File: src/hdl/cdg_pkg.sv
// ----------------------------------------------------------------------------
// Cash dispenser package
// Widths, denomination tables and shared types for the greedy dispenser.
// ----------------------------------------------------------------------------
`default_nettype none

package cdg_pkg;

    // Stock counter width and number of note denominations.
    localparam int COUNT_WIDTH = 16;
    localparam int NUM_DENOMS  = 7;
    localparam int IDX_W       = 3;

    // Field widths of the request and result items.
    localparam int AMOUNT_W = 24;
    localparam int FIELD_W  = 16;
    localparam int DENOM_W  = 7;

    // Reciprocal multiplier width and derived arithmetic widths.
    localparam int MULT_W = 25;
    localparam int PROD_W = AMOUNT_W + MULT_W;
    localparam int CMP_W  = (AMOUNT_W > COUNT_WIDTH) ? AMOUNT_W : COUNT_WIDTH;
    localparam int SUM_W  = ((COUNT_WIDTH > FIELD_W) ? COUNT_WIDTH : FIELD_W) + 1;
    localparam int TAKE_W = COUNT_WIDTH + DENOM_W;
    localparam int DEP_W  = FIELD_W + DENOM_W;

    // Saturation limit of a stock counter, held at the adder width.
    localparam logic [SUM_W-1:0] COUNT_MAX_EXT = (SUM_W'(1) << COUNT_WIDTH) - SUM_W'(1);

    // Stream data widths, padded to whole bytes.
    localparam int IN_DATA_W  = AMOUNT_W + NUM_DENOMS * FIELD_W;
    localparam int OUT_BITS   = 1 + AMOUNT_W + NUM_DENOMS * FIELD_W;
    localparam int OUT_DATA_W = ((OUT_BITS + 7) / 8) * 8;
    localparam int USED_LO    = 1 + AMOUNT_W;

    // Request kinds and result status codes.
    localparam logic OP_WITHDRAW  = 1'b0;
    localparam logic OP_DEPOSIT   = 1'b1;
    localparam logic STATUS_DONE  = 1'b0;
    localparam logic STATUS_SHORT = 1'b1;

    // Note values, largest first.
    localparam logic [DENOM_W-1:0] DENOM_VALUE [NUM_DENOMS] = '{
        7'd100, 7'd50, 7'd20, 7'd10, 7'd5, 7'd2, 7'd1
    };

    // Exact floor division of a 24-bit value: q = (x * M) >> S.
    localparam logic [MULT_W-1:0] RECIP_MULT [NUM_DENOMS] = '{
        25'd21474837, 25'd21474837, 25'd26843546, 25'd26843546,
        25'd26843546, 25'd16777216, 25'd16777216
    };
    localparam int RECIP_SHIFT [NUM_DENOMS] = '{31, 30, 29, 28, 27, 25, 24};

    // Token that walks the cell chain: remaining amount or running deposit total.
    typedef struct packed {
        logic                valid;
        logic                op;
        logic [AMOUNT_W-1:0] val;
    } cdg_link_t;

endpackage

`default_nettype wire

File: src/hdl/cdg_cell.sv
// ----------------------------------------------------------------------------
// Dispenser denomination cell
// Holds the stock of one note value and handles the request token in two
// stages: a reciprocal divide, then the greedy take or the deposit add.
// ----------------------------------------------------------------------------
`default_nettype none

module cdg_cell
    import cdg_pkg::*;
(
    input  wire logic                   aclk,
    input  wire logic                   aresetn,
    input  wire logic [IDX_W-1:0]       denom_idx,
    input  wire cdg_link_t              link_in,
    input  wire logic [FIELD_W-1:0]     dep_count,
    input  wire logic                   apply_withdraw,
    output      cdg_link_t              link_out,
    output      logic [COUNT_WIDTH-1:0] used_count
);

    logic                   s1_valid_reg;
    logic                   s1_op_reg;
    logic [AMOUNT_W-1:0]    s1_val_reg;
    logic [AMOUNT_W-1:0]    s1_quot_reg;
    logic                   s2_valid_reg;
    logic                   s2_op_reg;
    logic [AMOUNT_W-1:0]    s2_val_reg;
    logic [COUNT_WIDTH-1:0] stock_reg;
    logic [COUNT_WIDTH-1:0] stock_next;
    logic [COUNT_WIDTH-1:0] used_reg;

    logic [PROD_W-1:0]      quot_prod;
    logic [PROD_W-1:0]      quot_shift;
    logic [CMP_W-1:0]       take_cmp;
    logic [COUNT_WIDTH-1:0] take;
    logic [TAKE_W-1:0]      take_val;
    logic [DEP_W-1:0]       dep_val;
    logic [SUM_W-1:0]       stock_sum;
    logic [AMOUNT_W-1:0]    s2_val_next;

    // Stage one: floor(amount / note value) by reciprocal multiplication.
    assign quot_prod  = PROD_W'(link_in.val) * PROD_W'(RECIP_MULT[denom_idx]);
    assign quot_shift = quot_prod >> RECIP_SHIFT[denom_idx];

    always_ff @(posedge aclk) begin
        if (!aresetn) begin
            s1_valid_reg <= 1'b0;
        end else begin
            s1_valid_reg <= link_in.valid;
        end
    end

    always_ff @(posedge aclk) begin
        if (link_in.valid) begin
            s1_op_reg   <= link_in.op;
            s1_val_reg  <= link_in.val;
            s1_quot_reg <= quot_shift[AMOUNT_W-1:0];
        end
    end

    // Stage two: greedy take limited by the stock, or the deposit value.
    assign take_cmp = (CMP_W'(s1_quot_reg) < CMP_W'(stock_reg)) ?
                      CMP_W'(s1_quot_reg) : CMP_W'(stock_reg);
    assign take     = take_cmp[COUNT_WIDTH-1:0];
    assign take_val = TAKE_W'(take) * TAKE_W'(DENOM_VALUE[denom_idx]);
    assign dep_val  = DEP_W'(dep_count) * DEP_W'(DENOM_VALUE[denom_idx]);

    always_comb begin
        if (s1_op_reg == OP_DEPOSIT) begin
            s2_val_next = s1_val_reg + AMOUNT_W'(dep_val);
        end else begin
            s2_val_next = s1_val_reg - AMOUNT_W'(take_val);
        end
    end

    always_ff @(posedge aclk) begin
        if (!aresetn) begin
            s2_valid_reg <= 1'b0;
        end else begin
            s2_valid_reg <= s1_valid_reg;
        end
    end

    always_ff @(posedge aclk) begin
        if (s1_valid_reg) begin
            s2_op_reg  <= s1_op_reg;
            s2_val_reg <= s2_val_next;
            used_reg   <= (s1_op_reg == OP_WITHDRAW) ? take : '0;
        end
    end

    // Stock: saturating add on a deposit, subtract on a successful withdrawal.
    assign stock_sum = SUM_W'(stock_reg) + SUM_W'(dep_count);

    always_comb begin
        stock_next = stock_reg;
        if (s1_valid_reg && (s1_op_reg == OP_DEPOSIT)) begin
            if (stock_sum > COUNT_MAX_EXT) begin
                stock_next = COUNT_MAX_EXT[COUNT_WIDTH-1:0];
            end else begin
                stock_next = stock_sum[COUNT_WIDTH-1:0];
            end
        end else if (apply_withdraw) begin
            stock_next = stock_reg - used_reg;
        end
    end

    always_ff @(posedge aclk) begin
        if (!aresetn) begin
            stock_reg <= '0;
        end else begin
            stock_reg <= stock_next;
        end
    end

    assign link_out.valid = s2_valid_reg;
    assign link_out.op    = s2_op_reg;
    assign link_out.val   = s2_val_reg;
    assign used_count     = used_reg;

endmodule

`default_nettype wire

File: config.mk
export PLATFORM = sky130hd
export DESIGN_NAME = cdg_cell
export DESIGN_NICKNAME = d
export VERILOG_FILES = /design/src/hdl/cdg_pkg.sv /design/src/hdl/cdg_cell.sv
export SDC_FILE = /design/constraint.sdc
export NUM_CORES = 2
export LEC_CHECK = 0
export ABC_CLOCK_PERIOD_IN_PS = 13500
export BUFFER_PORTS_ARGS = -buffer_cell sky130_fd_sc_hd__buf_2
export CELL_PAD_IN_SITES_DETAIL_PLACEMENT = 1
export CELL_PAD_IN_SITES_GLOBAL_PLACEMENT = 2
export CORE_MARGIN = 2
export CORE_UTILIZATION = 43
export DETAILED_ROUTE_END_ITERATION = 10
export PLACE_DENSITY_LB_ADDON = 0.1
export SLEW_MARGIN = 20
export SYNTH_ARGS = -nofsm -noshare
export SYNTH_HDL_FRONTEND = slang
export SYNTH_SLANG_ARGS = --single-unit
File: constraint.sdc
create_clock -name aclk -period 13.5 [get_ports aclk]
set_input_delay 1.35 -clock aclk [delete_from_list [all_inputs] [get_ports aclk]]
set_output_delay 1.35 -clock aclk [all_outputs]
set_load 0.005 [all_outputs]
==> out/qor.yml <==
setup_path:
  critPathRequiredTime_ps: 13650
  startpoint_type: "primary input"
  cp-end-kind: "flop"
  path_max_fanout: 20
  slowest_stage: "nand2_1"
  critPathKind: "in2reg"
  crit_path_start: "denom_idx[1]"
  arrival_ps: 11560
  rr_startpoint: "stock_reg[1]$_SDFFE_PN0P_"
  slowest_delay_ps: 770
  crit_top_cell: "fa_1"
sta:
  fin_tns_setup_ps: 0
  setup_ws_ps: 2090
  finalCriticalPeriod_ps: 11410
  worst_pin_slew_ps: 1070
  max_slew_margin_pct: 28.7
  max_freq_ghz: 0.0876
  finalHoldViolations: 0
  setup_viol: 0
  slew_viol_final: 0
  clock_skew_ps: 21.8
  rsz0062_at_grt: "no"
  min_period_over_period_pct: 84.5
yosys:
  synthArstFlopShare_pct: 0
  ys.flop_type: "edfxtp_1"
  synth_area_leader_cell: "fa_1"
  synthTopCellsByArea: "fa_1 (39%), ha_1 (16%), inv_1 (11%), edfxtp_1 (9.1%), nand2_1 (3.3%)"
  synth_edf_count: 90
  netlist_area_mm2: 0.0297
  synth_nets: 4161
  yosys_warnings: 0
  postSynthCellCount: 3149
  syn_area_per_cell_um2: 9.43
  synth_most_common_cell: "inv_1"
  synth_cell_types: 77
  seq_area_frac_synth_pct: 10.3
  netlist_top_cells_count: "inv_1 (832), fa_1 (581), ha_1 (383), nand2_1 (264), nor2_1 (146)"
  ys_seq_elements: 108
  synth_top_cell_area_share_pct: 39.2
place:
  gp_congestion: 0.922
  dp_cells: 4065
  dp_hpwl_mm: 79.8
  detailedPlace.worstSlack_ps: 1780
  portBuffers: 89
final_layout:
  fillerInstances: 7947
  layout.cells.non_filler: 4081
  area_delta_synth_final_pct: 5.96
  diodes: 0
  nets: 4206
  drive_above_1_share_pct: 5.81
clock_tree:
  clk_pin_slew_worst_paths_ps: 90
  cts_setup_buffers: 0
  clk_path_buf_depth: 2
  cts_root_buf: "clkbuf_16"
  cts_resized: 0
  holdBufCountCts: 0
  cts_num_sinks: 108
  cts_buffers: 9
  clk_latency_ps: 400
  h-tree-depth: 3
  cts_tree: "yes"
global_route:
  antenna_found_initial: 1
  grt_max_degree: 51
  grt_first_pass_wirelength_mm: 143
  grt_usage_pct: 26.9
  overflow: 0
  grt_pass1_vias: 24700
route:
  ant_nets: 0
  vias_per_cell: 5.23
  first_iter_violations: 874
  dr.pass1.iters: 4
  wl_mm: 91.3
  drcViolationCount: 0
  wl_per_cell_um: 22.4
  via_count: 21300
worst_hold_path:
  hp-start: "stock_reg[13]$_SDFFE_PN0P_"
  hp-class: "reg2reg"
floorplanning:
  die_x_um: 267
  fp.coreArea_mm2: 0.0685
  io-pin-count: 90
  rows: 96
  dieHeight_um: 267
  dieArea_mm2: 0.0711
  initial_core_util_pct: 43.3
flow_run:
  cap_violations: 0
outcome:
  outcome: "finished clean"
## cells by family (layout without fill, tap and decap cells)
| kind of cell | after synthesis | count (layout) | share of synthesized area [%] |
|---|---|---|---|
| other | 2 | 2 | 0.0253 |
| AND/OR/NAND/NOR | 634 | 634 | 9.75 |
| buffers and inverters | 912 | 962 | 11.6 |
| multiplexers | 56 | 56 | 1.97 |
| AO/OA/AOI/OAI | 382 | 382 | 8.33 |
| adder cells (fa/ha/maj) | 964 | 964 | 55.3 |
| flip-flops | 108 | 108 | 10.3 |
| XOR/XNOR | 91 | 91 | 2.69 |
## stage by stage
| stage | area, um^2 | hold slack [ps] | util [%] |
|---|---|---|---|
| final | 31400 | 612 | 45.9 |
| after global routing | 31400 | 656 | 45.9 |
| after floorplan | 29700 | 424 | - |
| after global placement | 31100 | 589 | 45.5 |
| after detailed placement | 31100 | 600 | 45.5 |
| after CTS | 31400 | 618 | 45.9 |
## cells in the final DEF, fill, tap and decap left out, drive strengths merged, types with 16 or more instances in the layout
| master | synthesis | layout |
|---|---|---|
| a21o | 33 | 33 |
| a21oi | 127 | 127 |
| and2 | 76 | 76 |
| buf | 11 | 113 |
| dfxtp | 18 | 18 |
| edfxtp | 90 | 90 |
| fa | 581 | 581 |
| ha | 383 | 383 |
| inv | 832 | 835 |
| mux2 | 19 | 19 |
| mux2i | 37 | 37 |
| nand2 | 264 | 264 |
| nand2b | 22 | 22 |
| nand3 | 31 | 31 |
| nor2 | 146 | 146 |
| nor2b | 19 | 19 |
| nor3 | 25 | 25 |
| o21ai | 94 | 94 |
| o21bai | 16 | 16 |
| xnor2 | 65 | 65 |
| xor2 | 26 | 26 |
## final timing paths
check / endpoint / slack, ps / cells after the start
max: s1_quot_reg[14]$_DFFE_PP_ / 2090 / 29
min: stock_reg[13]$_SDFFE_PN0P_ / 610 / 2
max reg2reg: s2_val_reg[23]$_DFFE_PP_ / 4820 / 30
min reg2reg: stock_reg[13]$_SDFFE_PN0P_ / 610 / 2
## final cells by class
type                       count  area, um^2  share of cell area (%)
timing repair buffer         113         626                    1.99
inverter                     833        3130                    9.94
tap                          882        1100                    3.51
sequential                   108        3060                    9.74
clock inverter                 7         103                   0.326
clock buffer                   9         225                   0.716
multi-input combinational   2129       23200                    73.8
## worst max-delay path: cells and delay by family
family	cells	cell delay, ps
adders and majority gates	9	4340
AOI/OAI and AO/OA	11	2500
xor gates and xnor gates	1	370
buffers and inverters	5	1100
and+or+nand+nor	3	1820
## per-layer routing
layer  part of all wire (%)  global-route usage, %  up-vias
met2                     52                   49.2      346
met5                      0                      0        -
met4                    3.4                   8.78        0
met1                     42                   33.5    11000
li1                       -                      -     9827
met3                    2.5                   1.87      126
Power is not shown: default switching activity piles up to over one toggle a cycle in this logic, so the estimate is an artifact.
